--- config.mk ---
export PLATFORM = sky130hd
export DESIGN_NAME = wav_pcm_stream_parser_core
export DESIGN_NICKNAME = d
export VERILOG_FILES = /design/src/rtl/wps_pkg.sv /design/src/rtl/wps_parser.sv /design/src/rtl/wps_rsp_fifo.sv /design/src/rtl/wav_pcm_stream_parser_core.sv
export SDC_FILE = /design/constraint.sdc
export NUM_CORES = 1
export LEC_CHECK = 0
export ABC_CLOCK_PERIOD_IN_PS = 5300
export BUFFER_PORTS_ARGS = -buffer_cell sky130_fd_sc_hd__buf_4
export CAP_MARGIN = 20
export CELL_PAD_IN_SITES_DETAIL_PLACEMENT = 1
export CELL_PAD_IN_SITES_GLOBAL_PLACEMENT = 2
export CORE_ASPECT_RATIO = 0.7
export CORE_UTILIZATION = 39
export CTS_CLUSTER_SIZE = 30
export DETAILED_ROUTE_END_ITERATION = 7
export PLACE_DENSITY = 0.9
export SETUP_SLACK_MARGIN = 0.05
export SYNTH_ARGS = -nofsm -noshare
export SYNTH_HDL_FRONTEND = slang
export SYNTH_SLANG_ARGS = --single-unit
export TNS_END_PERCENT = 20
--- constraint.sdc ---
create_clock -name clock -period 5.3 [get_ports clock]
set_input_delay 0.53 -clock clock [delete_from_list [all_inputs] [get_ports clock]]
set_output_delay 0.53 -clock clock [all_outputs]
set_load 0.02 [all_outputs]
--- src/rtl/wps_pkg.sv ---
`default_nettype none

package wps_pkg;

   typedef struct packed {
      logic       cmd;
      logic [7:0] byte_in;
   } wps_req_type;

   typedef struct packed {
      logic               kind;
      logic signed [15:0] sample;
      logic [3:0]         status;
      logic               last_of_run;
   } wps_rsp_type;

   localparam logic CMD_BYTE = 1'b0;
   localparam logic CMD_END  = 1'b1;

   localparam logic KIND_SAMPLE = 1'b0;
   localparam logic KIND_STATUS = 1'b1;

   localparam logic [3:0] ST_OK             = 4'd0;
   localparam logic [3:0] ST_NOT_RIFF       = 4'd1;
   localparam logic [3:0] ST_SHORT_RIFF     = 4'd2;
   localparam logic [3:0] ST_NOT_WAVE       = 4'd3;
   localparam logic [3:0] ST_SHORT_FMT      = 4'd4;
   localparam logic [3:0] ST_NON_PCM        = 4'd5;
   localparam logic [3:0] ST_DATA_BEFORE    = 4'd6;
   localparam logic [3:0] ST_SHORT_DATA     = 4'd7;
   localparam logic [3:0] ST_MISSING_CHUNKS = 4'd8;
   localparam logic [3:0] ST_WRONG_FORMAT   = 4'd9;

   localparam logic       CSR_EXPECTED_RATE     = 1'b0;
   localparam logic       CSR_EXPECTED_CHANNELS = 1'b1;
   localparam logic [31:0] RESET_RATE     = 32'd16000;
   localparam logic [15:0] RESET_CHANNELS = 16'd1;

   // tags as they sit in the little-endian shifter
   localparam logic [31:0] TAG_RIFF = 32'h4646_4952;
   localparam logic [31:0] TAG_WAVE = 32'h4556_4157;
   localparam logic [31:0] TAG_FMT  = 32'h2074_6d66;
   localparam logic [31:0] TAG_DATA = 32'h6174_6164;

   localparam logic [15:0] FORMAT_PCM  = 16'd1;
   localparam logic [15:0] PCM_BITS    = 16'd16;
   localparam logic [31:0] FMT_BODY_LEN = 32'd16;

endpackage

`default_nettype wire

--- src/rtl/wps_parser.sv ---
`default_nettype none

module wps_parser (
   input  wire logic                 clock,
   input  wire logic                 reset,
   input  wire logic                 item_valid,
   input  wire wps_pkg::wps_req_type item,
   input  wire logic [31:0]          expected_rate,
   input  wire logic [15:0]          expected_channels,
   output logic [1:0]                res_cnt,
   output wps_pkg::wps_rsp_type      res0,
   output wps_pkg::wps_rsp_type      res1
);
   import wps_pkg::*;

   localparam logic [3:0] PH_RIFF  = 4'd0;
   localparam logic [3:0] PH_RSIZE = 4'd1;
   localparam logic [3:0] PH_WAVE  = 4'd2;
   localparam logic [3:0] PH_CID   = 4'd3;
   localparam logic [3:0] PH_CSIZE = 4'd4;
   localparam logic [3:0] PH_FMT   = 4'd5;
   localparam logic [3:0] PH_FSKIP = 4'd6;
   localparam logic [3:0] PH_OSKIP = 4'd7;
   localparam logic [3:0] PH_DATA  = 4'd8;
   localparam logic [3:0] PH_DONE  = 4'd9;

   localparam logic [1:0] CK_OTHER = 2'd0;
   localparam logic [1:0] CK_FMT   = 2'd1;
   localparam logic [1:0] CK_DATA  = 2'd2;

   logic [3:0]  phase_ff, phase_in;
   logic [3:0]  fbc_ff, fbc_in;
   logic [31:0] shift_ff, shift_in;
   logic [31:0] rem_ff, rem_in;
   logic        fmt_seen_ff, fmt_seen_in;
   logic [15:0] format_code_ff, format_code_in;
   logic [15:0] channel_ff, channel_in;
   logic [31:0] rate_ff, rate_in;
   logic        good_ff, good_in;
   logic [8:0]  hold_ff, hold_in;
   logic [1:0]  ckind_ff, ckind_in;

   logic [31:0] shift_nx;
   logic [31:0] rem_dec;
   logic [31:0] fmt_rem;
   logic        field_done;

   function automatic wps_rsp_type make_status(input logic [3:0] st);
      wps_rsp_type r;
      r.kind        = KIND_STATUS;
      r.sample      = '0;
      r.status      = st;
      r.last_of_run = 1'b1;
      return r;
   endfunction

   assign shift_nx   = {item.byte_in, shift_ff[31:8]};
   assign rem_dec    = rem_ff - 32'd1;
   assign fmt_rem    = (rem_ff > FMT_BODY_LEN) ? rem_ff - FMT_BODY_LEN : 32'd0;
   assign field_done = (fbc_ff >= 4'd3);

   always_comb begin
      phase_in       = phase_ff;
      fbc_in         = fbc_ff;
      shift_in       = shift_ff;
      rem_in         = rem_ff;
      fmt_seen_in    = fmt_seen_ff;
      format_code_in = format_code_ff;
      channel_in     = channel_ff;
      rate_in        = rate_ff;
      good_in        = good_ff;
      hold_in        = hold_ff;
      ckind_in       = ckind_ff;
      res_cnt        = 2'd0;
      res0           = '0;
      res1           = '0;

      if (item_valid) begin
         if (item.cmd == CMD_END) begin
            res_cnt = 2'd1;
            case (phase_ff)
               PH_RIFF:  res0 = make_status(ST_NOT_RIFF);
               PH_RSIZE: res0 = make_status(ST_SHORT_RIFF);
               PH_WAVE:  res0 = make_status(ST_NOT_WAVE);
               PH_FMT:   res0 = make_status(ST_SHORT_FMT);
               PH_DATA:  res0 = make_status(ST_SHORT_DATA);
               PH_DONE:  res_cnt = 2'd0;
               default:  res0 = make_status(ST_MISSING_CHUNKS);
            endcase
            phase_in       = PH_RIFF;
            fbc_in         = '0;
            shift_in       = '0;
            rem_in         = '0;
            fmt_seen_in    = 1'b0;
            format_code_in = '0;
            channel_in     = '0;
            rate_in        = '0;
            good_in        = 1'b0;
            hold_in        = '0;
            ckind_in       = CK_OTHER;
         end else begin
            case (phase_ff)
               PH_RIFF, PH_RSIZE, PH_WAVE, PH_CID, PH_CSIZE: begin
                  shift_in = shift_nx;
                  fbc_in   = field_done ? 4'd0 : fbc_ff + 4'd1;
                  if (field_done) begin
                     case (phase_ff)
                        PH_RIFF: begin
                           if (shift_nx != TAG_RIFF) begin
                              res_cnt  = 2'd1;
                              res0     = make_status(ST_NOT_RIFF);
                              phase_in = PH_DONE;
                           end else begin
                              phase_in = PH_RSIZE;
                           end
                        end
                        PH_RSIZE: phase_in = PH_WAVE;
                        PH_WAVE: begin
                           if (shift_nx != TAG_WAVE) begin
                              res_cnt  = 2'd1;
                              res0     = make_status(ST_NOT_WAVE);
                              phase_in = PH_DONE;
                           end else begin
                              phase_in = PH_CID;
                           end
                        end
                        PH_CID: begin
                           if (shift_nx == TAG_FMT) begin
                              ckind_in = CK_FMT;
                           end else if (shift_nx == TAG_DATA) begin
                              ckind_in = CK_DATA;
                           end else begin
                              ckind_in = CK_OTHER;
                           end
                           phase_in = PH_CSIZE;
                        end
                        default: begin
                           // chunk size complete
                           rem_in = shift_nx;
                           if (ckind_ff == CK_FMT) begin
                              phase_in = PH_FMT;
                           end else if (ckind_ff == CK_DATA) begin
                              if (!fmt_seen_ff) begin
                                 res_cnt  = 2'd1;
                                 res0     = make_status(ST_DATA_BEFORE);
                                 phase_in = PH_DONE;
                              end else begin
                                 hold_in = '0;
                                 if (shift_nx == 32'd0) begin
                                    res_cnt  = 2'd1;
                                    res0     = make_status(good_ff ? ST_OK : ST_WRONG_FORMAT);
                                    phase_in = PH_DONE;
                                 end else begin
                                    phase_in = PH_DATA;
                                 end
                              end
                           end else begin
                              phase_in = (shift_nx == 32'd0) ? PH_CID : PH_OSKIP;
                           end
                        end
                     endcase
                  end
               end
               PH_FMT: begin
                  shift_in = shift_nx;
                  fbc_in   = fbc_ff + 4'd1;
                  case (fbc_ff)
                     4'd1: format_code_in = shift_nx[31:16];
                     4'd3: channel_in     = shift_nx[31:16];
                     4'd7: rate_in        = shift_nx;
                     4'd15: begin
                        fbc_in = 4'd0;
                        if (format_code_ff != FORMAT_PCM) begin
                           res_cnt  = 2'd1;
                           res0     = make_status(ST_NON_PCM);
                           phase_in = PH_DONE;
                        end else begin
                           fmt_seen_in = 1'b1;
                           good_in     = (channel_ff == expected_channels) &&
                                         (rate_ff == expected_rate) &&
                                         (shift_nx[31:16] == PCM_BITS);
                           rem_in      = fmt_rem;
                           phase_in    = (fmt_rem == 32'd0) ? PH_CID : PH_FSKIP;
                        end
                     end
                     default: ;
                  endcase
               end
               PH_FSKIP, PH_OSKIP: begin
                  rem_in = rem_dec;
                  if (rem_dec == 32'd0) begin
                     phase_in = PH_CID;
                  end
               end
               PH_DATA: begin
                  if (hold_ff[8]) begin
                     hold_in = '0;
                     if (good_ff) begin
                        res_cnt          = 2'd1;
                        res0.kind        = KIND_SAMPLE;
                        res0.sample      = {item.byte_in, hold_ff[7:0]};
                        res0.status      = ST_OK;
                        res0.last_of_run = 1'b1;
                     end
                  end else begin
                     hold_in = {1'b1, item.byte_in};
                  end
                  rem_in = rem_dec;
                  if (rem_dec == 32'd0) begin
                     phase_in = PH_DONE;
                     if (hold_ff[8] && good_ff) begin
                        // sample goes first, status follows it
                        res_cnt          = 2'd2;
                        res0.last_of_run = 1'b0;
                        res1             = make_status(ST_OK);
                     end else begin
                        res_cnt = 2'd1;
                        res0    = make_status(good_ff ? ST_OK : ST_WRONG_FORMAT);
                     end
                  end
               end
               default: ;
            endcase
         end
      end
   end

   always_ff @(posedge clock) begin
      if (reset) begin
         phase_ff       <= PH_RIFF;
         fbc_ff         <= '0;
         shift_ff       <= '0;
         rem_ff         <= '0;
         fmt_seen_ff    <= 1'b0;
         format_code_ff <= '0;
         channel_ff     <= '0;
         rate_ff        <= '0;
         good_ff        <= 1'b0;
         hold_ff        <= '0;
         ckind_ff       <= CK_OTHER;
      end else begin
         phase_ff       <= phase_in;
         fbc_ff         <= fbc_in;
         shift_ff       <= shift_in;
         rem_ff         <= rem_in;
         fmt_seen_ff    <= fmt_seen_in;
         format_code_ff <= format_code_in;
         channel_ff     <= channel_in;
         rate_ff        <= rate_in;
         good_ff        <= good_in;
         hold_ff        <= hold_in;
         ckind_ff       <= ckind_in;
      end
   end

endmodule

`default_nettype wire

--- src/rtl/wps_rsp_fifo.sv ---
`default_nettype none

module wps_rsp_fifo #(
   parameter int Depth = 8
) (
   input  wire logic                         clock,
   input  wire logic                         reset,
   input  wire logic [1:0]                   push_cnt,
   input  wire wps_pkg::wps_rsp_type         push0,
   input  wire wps_pkg::wps_rsp_type         push1,
   input  wire logic                         pop,
   output logic                              out_valid,
   output wps_pkg::wps_rsp_type              out_data,
   output logic [$clog2(Depth):0]            level
);
   import wps_pkg::*;

   localparam int AW = $clog2(Depth);

   wps_rsp_type     mem_ff [Depth];
   logic [AW-1:0]   wr_ptr_ff, wr_ptr_in;
   logic [AW-1:0]   rd_ptr_ff, rd_ptr_in;
   logic [AW:0]     level_ff, level_in;
   logic            do_pop;
   logic [AW-1:0]   wr_next;

   assign do_pop    = pop && (level_ff != '0);
   assign wr_next   = wr_ptr_ff + AW'(1);
   assign wr_ptr_in = wr_ptr_ff + AW'(push_cnt);
   assign rd_ptr_in = rd_ptr_ff + AW'(do_pop);
   assign level_in  = level_ff + (AW+1)'(push_cnt) - (AW+1)'(do_pop);

   assign out_valid = (level_ff != '0);
   assign out_data  = mem_ff[rd_ptr_ff];
   assign level     = level_ff;

   always_ff @(posedge clock) begin
      if (push_cnt != 2'd0) begin
         mem_ff[wr_ptr_ff] <= push0;
      end
      if (push_cnt == 2'd2) begin
         mem_ff[wr_next] <= push1;
      end
   end

   always_ff @(posedge clock) begin
      if (reset) begin
         wr_ptr_ff <= '0;
         rd_ptr_ff <= '0;
         level_ff  <= '0;
      end else begin
         wr_ptr_ff <= wr_ptr_in;
         rd_ptr_ff <= rd_ptr_in;
         level_ff  <= level_in;
      end
   end

endmodule

`default_nettype wire

--- src/rtl/wav_pcm_stream_parser_core.sv ---
// RIFF/WAVE PCM stream parser.
// req channel: one transfer per file byte (cmd = byte) or end-of-stream mark
// (cmd = end). rsp channel: PCM samples (kind = sample) and exactly one final
// status per file (kind = status); last_of_run flags the final result of an
// input item. csr port: index 0 expected sample rate, index 1 expected
// channel count, to be written by the user only while the block is idle; the
// block itself does not enforce this. A byte is registered at its transfer
// and parsed in the next cycle; its results enter the result queue at the
// following edge, and rsp_valid comes from the queue's registered level.
// Throughput: one byte per cycle while req_ready is high. An item that
// yields two results (last sample plus status) pushes both into the queue
// at once; the queue absorbs these.
// req_ready drops when the result queue could not take two more results for
// the item in the input register and two for the next one, so a stalled
// receiver back-pressures the byte stream after the queue fills; nothing is lost.
// Reset clears the parse state and queue and restores rate 16000, one
// channel. After end of stream the parser returns to its reset state with the
// registers kept.
`default_nettype none

module wav_pcm_stream_parser_core #(
   parameter int FifoDepth = 8  // power of two, at least 4
) (
   input  wire logic                 clock,
   input  wire logic                 reset,
   input  wire logic                 req_valid,
   output logic                      req_ready,
   input  wire wps_pkg::wps_req_type req_data,
   output logic                      rsp_valid,
   input  wire logic                 rsp_ready,
   output wps_pkg::wps_rsp_type      rsp_data,
   input  wire logic                 csr_wr_en,
   input  wire logic                 csr_index,
   input  wire logic [31:0]          csr_wr_data
);
   import wps_pkg::*;

   localparam int LW = $clog2(FifoDepth) + 1;

   logic        in_valid_ff, in_valid_in;
   wps_req_type in_item_ff;
   logic [31:0] rate_ff;
   logic [15:0] channels_ff;

   logic [1:0]    res_cnt;
   wps_rsp_type   res0, res1;
   logic [LW-1:0] level;
   logic [LW:0]   demand;

   assign demand      = {1'b0, level} + (LW+1)'(in_valid_ff ? 4 : 2);
   assign req_ready   = (demand <= (LW+1)'(FifoDepth));
   assign in_valid_in = req_valid && req_ready;

   always_ff @(posedge clock) begin
      if (reset) begin
         in_valid_ff <= 1'b0;
         rate_ff     <= RESET_RATE;
         channels_ff <= RESET_CHANNELS;
      end else begin
         in_valid_ff <= in_valid_in;
         if (csr_wr_en && csr_index == CSR_EXPECTED_RATE) begin
            rate_ff <= csr_wr_data;
         end
         if (csr_wr_en && csr_index == CSR_EXPECTED_CHANNELS) begin
            channels_ff <= csr_wr_data[15:0];
         end
      end
   end

   always_ff @(posedge clock) begin
      if (in_valid_in) begin
         in_item_ff <= req_data;
      end
   end

   wps_parser u_parser (
      .clock             (clock),
      .reset             (reset),
      .item_valid        (in_valid_ff),
      .item              (in_item_ff),
      .expected_rate     (rate_ff),
      .expected_channels (channels_ff),
      .res_cnt           (res_cnt),
      .res0              (res0),
      .res1              (res1)
   );

   wps_rsp_fifo #(
      .Depth (FifoDepth)
   ) u_fifo (
      .clock     (clock),
      .reset     (reset),
      .push_cnt  (res_cnt),
      .push0     (res0),
      .push1     (res1),
      .pop       (rsp_ready),
      .out_valid (rsp_valid),
      .out_data  (rsp_data),
      .level     (level)
   );

   a_no_overflow: assert property (@(posedge clock) disable iff (reset)
      level <= LW'(FifoDepth))
      else $error("result queue overflow");

   a_status_last: assert property (@(posedge clock) disable iff (reset)
      rsp_valid && rsp_data.kind == KIND_STATUS |-> rsp_data.last_of_run)
      else $error("status result not flagged last");

   a_sample_clean: assert property (@(posedge clock) disable iff (reset)
      rsp_valid && rsp_data.kind == KIND_SAMPLE |-> rsp_data.status == ST_OK)
      else $error("sample result carries a status");

   a_two_only_last: assert property (@(posedge clock) disable iff (reset)
      res_cnt == 2'd2 |-> !res0.last_of_run && res1.last_of_run)
      else $error("two-result item flagged wrong");

   a_idle_no_result: assert property (@(posedge clock) disable iff (reset)
      !in_valid_ff |-> res_cnt == 2'd0)
      else $error("result without an item");

endmodule

`default_nettype wire
[After elaboration in Yosys (flattened, before gate mapping)]
Memory sizes are Yosys's and may differ from the RTL's. A register that Yosys moved wholly into a read port is not among the register bits.
Cells that the tools add are included.
W data, S select, Z words.
Storage, ports and cells
  output and inout bits: 24
  register bits after elaboration: 217
  memory bits (writable): 176
  logic and storage cells: 218
  memories kept: 1
  input bits: 47
Memories
  u_fifo.mem_ff: depth 8, width 22, read ports 1, clocked after Yosys merged registers in 1, wr ports 2, line wps_rsp_fifo.sv:20  | wps_rsp_type mem_ff [Depth];
Cells by class
  reduce and logical (&&, ||, !) cells: 42
  order comparisons: 3
  bitwise logic cells: 1
  $add $sub $neg: 9
  equality and inequality tests: 34
  multiplexer cells: 109
Operator list (count)
  $mux W22: 18
  $mux W32: 11
  $pmux W22 S3: 2
  $pmux W22 S6: 1
  $logic_not A32 Y1: 3
  $mux W16: 6
  $pmux W32 S3: 1
  $ne A32 B31 Y1 const B: 2
  $mux W9: 7
  $mux W4: 15
  $mux W21: 2
  $eq A32 B30 Y1 const B: 1
  $eq A32 B31 Y1 const B: 1
  $eq A32 B32 Y1: 1
  $gt A32 B5 Y1 const B: 1
  $mux W2: 16
  $pmux W4 S4: 2
  $sub A32 B1 Y32 const B: 1
  $sub A32 B5 Y32 const B: 1
  $eq A4 B3 Y1 const B: 5
  $mux W1: 20
  $reduce_bool A2 Y1: 10
  $ne A3 B2 Y1 const B: 6
  $pmux W9 S2: 1
  other kinds (38): 64

[Logic depth before layout (Yosys ltp)]
  depth after elaboration: 13
  depth in mapped cells: 24
  depth with buffers taken out: 20

[Cells and area by module]
From an unflattened synthesis, not the netlist that was laid out.
Second synthesis, totals
  cells, all modules: 1962
  area total of the unflattened synthesis: 20563.5 um^2
Modules (own cells, without submodules)
  wps_rsp_fifo: sequential area each 5485.3 um^2, cells an instance 532, times used 1, area an instance 9455.3 um^2
  wps_parser: sequential area each 2822.7 um^2, cells an instance 1199, times used 1, area an instance 8998.6 um^2
  wav_pcm_stream_parser_core: sequential area each 1251.2 um^2, cells an instance 231, times used 1, area an instance 2109.5 um^2

[Worst setup path before layout]
No wires, ideal clock.
  path kind: register to register
  start point: register u_parser.rem_ff[4]
  end point: register u_fifo.level_ff[3] (netlist: u_fifo.level[3])
  data arrival time: 4485 ps
  cell stages (with the launch flop): 22
  data required time: 5172 ps
  setup time: 128 ps
  clock period less this slack: 4613 ps
  buffers on the path: 3
  path slack: 687 ps
  cells stage by stage: dfxtp_1 > clkbuf_1 > inv_1 > ha_1 > nor3b_1 > nand4_1 > nor3_1 > nor4_1 > and4b_1 > and3_1 > ha_1 > and3_1 > buf_2 > inv_1 > clkbuf_1 > ha_1 > inv_1 > ha_1 > a21o_1 > a21oi_1 > xnor2_1 > nor2_1
Between the ends
  longest elaborated chain between the ends: 8
Ends and longest elaborated chain
  start: declaration: line wps_parser.sv:34  | logic [31:0] rem_ff, rem_in;
  start signal: assignment: line wps_parser.sv:245  | rem_ff <= rem_in;
  $sub A32 B1 Y32: line wps_parser.sv:58  | assign rem_dec = rem_ff - 32'd1;
  $logic_not A32 Y1: line wps_parser.sv:209  | if (rem_dec == 32'd0) begin
  $mux W2: line wps_parser.sv:209
  $pmux W2 S3: line wps_parser.sv:102  | case (phase_ff)
  $mux W2: line wps_parser.sv:79  | if (item.cmd == CMD_END) begin
  $mux W2: line wps_parser.sv:78  | if (item_valid) begin
  $add A4 B2 Y4: line wps_rsp_fifo.sv:31  | assign level_in = level_ff + (AW+1)'(push_cnt) - (AW+1)'(do_pop);
  $sub A4 B1 Y4: line wps_rsp_fifo.sv:31
  end signal: assignment: line wps_rsp_fifo.sv:54  | level_ff <= level_in;
  end: declaration: line wps_rsp_fifo.sv:23  | logic [AW:0] level_ff, level_in;
Every way passes these cells.
A chain may end at the register's enable or synchronous reset.

==> out/results.tsv <==
metric	value	unit
postSynthAreaPerCell	8.991	um^2
clkSlewWorstSetupHoldPaths	60	ps
synth-edff-count	25	
grt_max_degree	111	
ys_top_cells_by_area	dfxtp_1, mux2i_1, nor2_1	
num_antenna_cells	0	
gr-total-overflow	0	
yosysWarningCount	0	
cts_max_path_buffers	3	
clockPowerShare	38.6	%
fin_skew	18.64	ps
total_power	7.814	mW
vias	16545	
clock_latency	580	ps
drt_iter0_markers	1508	
die-area	50500	um^2
period_minus_slack	4898	ps
cp.required	5580	ps
cts_sinks	385	
final_cell_mix	dfxtp_1, nor2_1, nand2_1, mux2i_1, a21oi_1	
gp_congestion	0.9385	
fin_ws	402.1	ps
worst_pin_slew	1106	ps
maxCapViolations	0	
viasPerCell	5.830	
ios	71	
io_buffer_count	70	
start_util	39.98	%
fin_hold_ws	133.8	ps
cts_buffers	41	
ir_drop	231.9	uV
power.internal	5.397	mW
switching_share	30.93	%
ys_ff_latch	385	
worstPathMaxFanout	11	
antenna_found_initial	0	
synthCells	2151	
first_pass_iters	5	
ant_nets	0	
cts_max_level	2	
wl_per_cell	23.11	um
start_kind	flop	
dp.cells	2765	
dieHeight	188.3	um
hold_viol	0	
cts_tree	yes	
placed_area	20550	um^2
clock-root-buffer	clkbuf_16	
ys.flop_type	dfxtp_1	
min_path_type	in2reg	
fin_util	45.42	%
final_cells	2838	
grt_pass1_wl	102100	um
syn_nets	2223	
powerDensity	355.7	nW/um^2
fin_crit_sh	92.41	%
grt_pass1_vias	16960	
wl	65590	um
synth_top_cell_area_share	37.26	%
max_freq	204.2	MHz
power_frac_seq	42.3	%
p_switching	2.417	mW
async_flop_share	0	%
slew_headroom	26.28	%
mostFrequentLayoutCell	dfxtp_1	
place_ws	263.9	ps
drv_slew	0	
worstSetupEndpointType	flop	
comb_power_share	19.0	%
fin_tns_setup	0	ps
drc	0	
critPathKind	reg2reg	
die_w	268.2	um
worstPathArrival	5180	ps
ys_types	84	
p_leak	9.373	nW
drive_gt1_share	13.93	%
hold_buffers	0	
rsz0062_at_grt	false	
core_area	48370	um^2
rows	67	
design_area	21970	um^2
place_hpwl	44610	um
syn_to_final_growth	13.59	%
finalNetCount	2226	
yosysSeqAreaShare	41.15	%
finalSetupViolCount	0	
synth.cell_area	19340	um^2
gr-usage-all-layers	26.11	%
synth_top_cell_by_area	dfxtp_1	
outcome	completed	
worst paths after layout:
check	cells after the start	to	slack, ps	from
setup reg to reg	17	u_fifo.mem_ff[2][21]$_DFFE_PP_	400	u_parser.rem_ff[5]$_SDFFE_PP0P_
hold reg to reg	1	u_fifo.mem_ff[6][4]$_SDFFE_PP0P_	470	u_fifo.mem_ff[6][4]$_SDFFE_PP0P_
setup / recovery	17	u_fifo.mem_ff[2][21]$_DFFE_PP_	400	u_parser.rem_ff[5]$_SDFFE_PP0P_
hold / removal	1	in_item_ff[2]$_DFFE_PP_	130	req_data[2]
worst max-delay path, stage by stage, from the launching register on:
cell,delay [ps]
dfxtp_1,370
inv_1,140
ha_1,300
nor3b_1,300
nand4_1,130
buf_4,210
o21a_1,210
nor4_1,550
and4b_1,340
and3_1,250
ha_1,150
nor2_1,50
a41o_1,250
o31a_1,250
buf_4,210
or4_1,600
and2_1,220
inv_1,90
flip-flops by register name, indices dropped and copies added (netlist names), 9 cells and up:
register                 flops
in_item_ff                   9
u_fifo.mem_ff              176
channels_ff                 16
u_parser.hold_ff             9
u_parser.rem_ff             32
u_parser.rate_ff            32
u_parser.shift_ff           24
u_parser.format_code_ff     16
rate_ff                     32
u_parser.channel_ff         16
layer usage:
metal / global-route usage (%) / up-vias / share of wire, %
met3: 5.227 / 67 / 6.9
li1: - / 7580 / -
met4: 5.824 / 0 / 1.6
met1: 39.20 / 8424 / 49
met5: 0 / - / 0
met2: 38.09 / 474 / 43
what timing repair did:
action	in CTS	in global routing
resized for setup	0	2
setup buffers	0	1
endpoints found under the setup margin	0	31
cell usage after synthesis (all sizes together) (6+ instances only):
cell type    n
a211oi       7
a21o         6
a21oi      141
a22o         7
a22oi       29
a32o         7
and2        25
buf         44
clkbuf     130
dfxtp      360
edfxtp      25
ha          22
inv         31
mux2        22
mux2i      179
mux4        44
nand2      270
nand2b      14
nand3       18
nand3b      20
nand4       31
nor2       290
nor2b       39
nor3        32
nor4        53
nor4b        7
o2111ai      8
o211ai      11
o21ai       69
o31ai        9
or2          7
or3         10
or4         10
xnor2       46
xor2        40
kinds of logic (layout without fill, tap and decap cells):
| kind of cell | after synthesis | in the layout | synth area share [%] |
|---|---|---|---|
| compound gates | 356 | 356 | 12.09 |
| fa+ha+maj | 25 | 25 | 1.734 |
| simple gates | 847 | 847 | 20.97 |
| buf+inv | 207 | 239 | 4.503 |
| flops | 385 | 385 | 41.15 |
| mux | 245 | 245 | 15.67 |
| xor+xnor | 86 | 86 | 3.895 |
power by group through the flow:
stage               sequential (mW)  clock [mW]  combinational [mW]
finish                         3.31        3.02                1.49
global route                   3.32        3.19                1.62
CTS                            3.30        3.07                1.47
detailed placement             3.37           0                1.46
global placement               3.36           0                1.42
floorplan                      3.17           0                1.10
layout make-up:
type | instances | area [um^2]
Fill cell | 5583 | 26400
Sequential cell | 385 | 7960
Tap cell | 655 | 819.5
Multi-Input combinational cell | 1559 | 10560
Clock buffer | 60 | 1229
Timing Repair Buffer | 134 | 1117
Clock inverter | 12 | 162.7
Inverter | 33 | 123.9
Power figures use the tool's default switching activity.
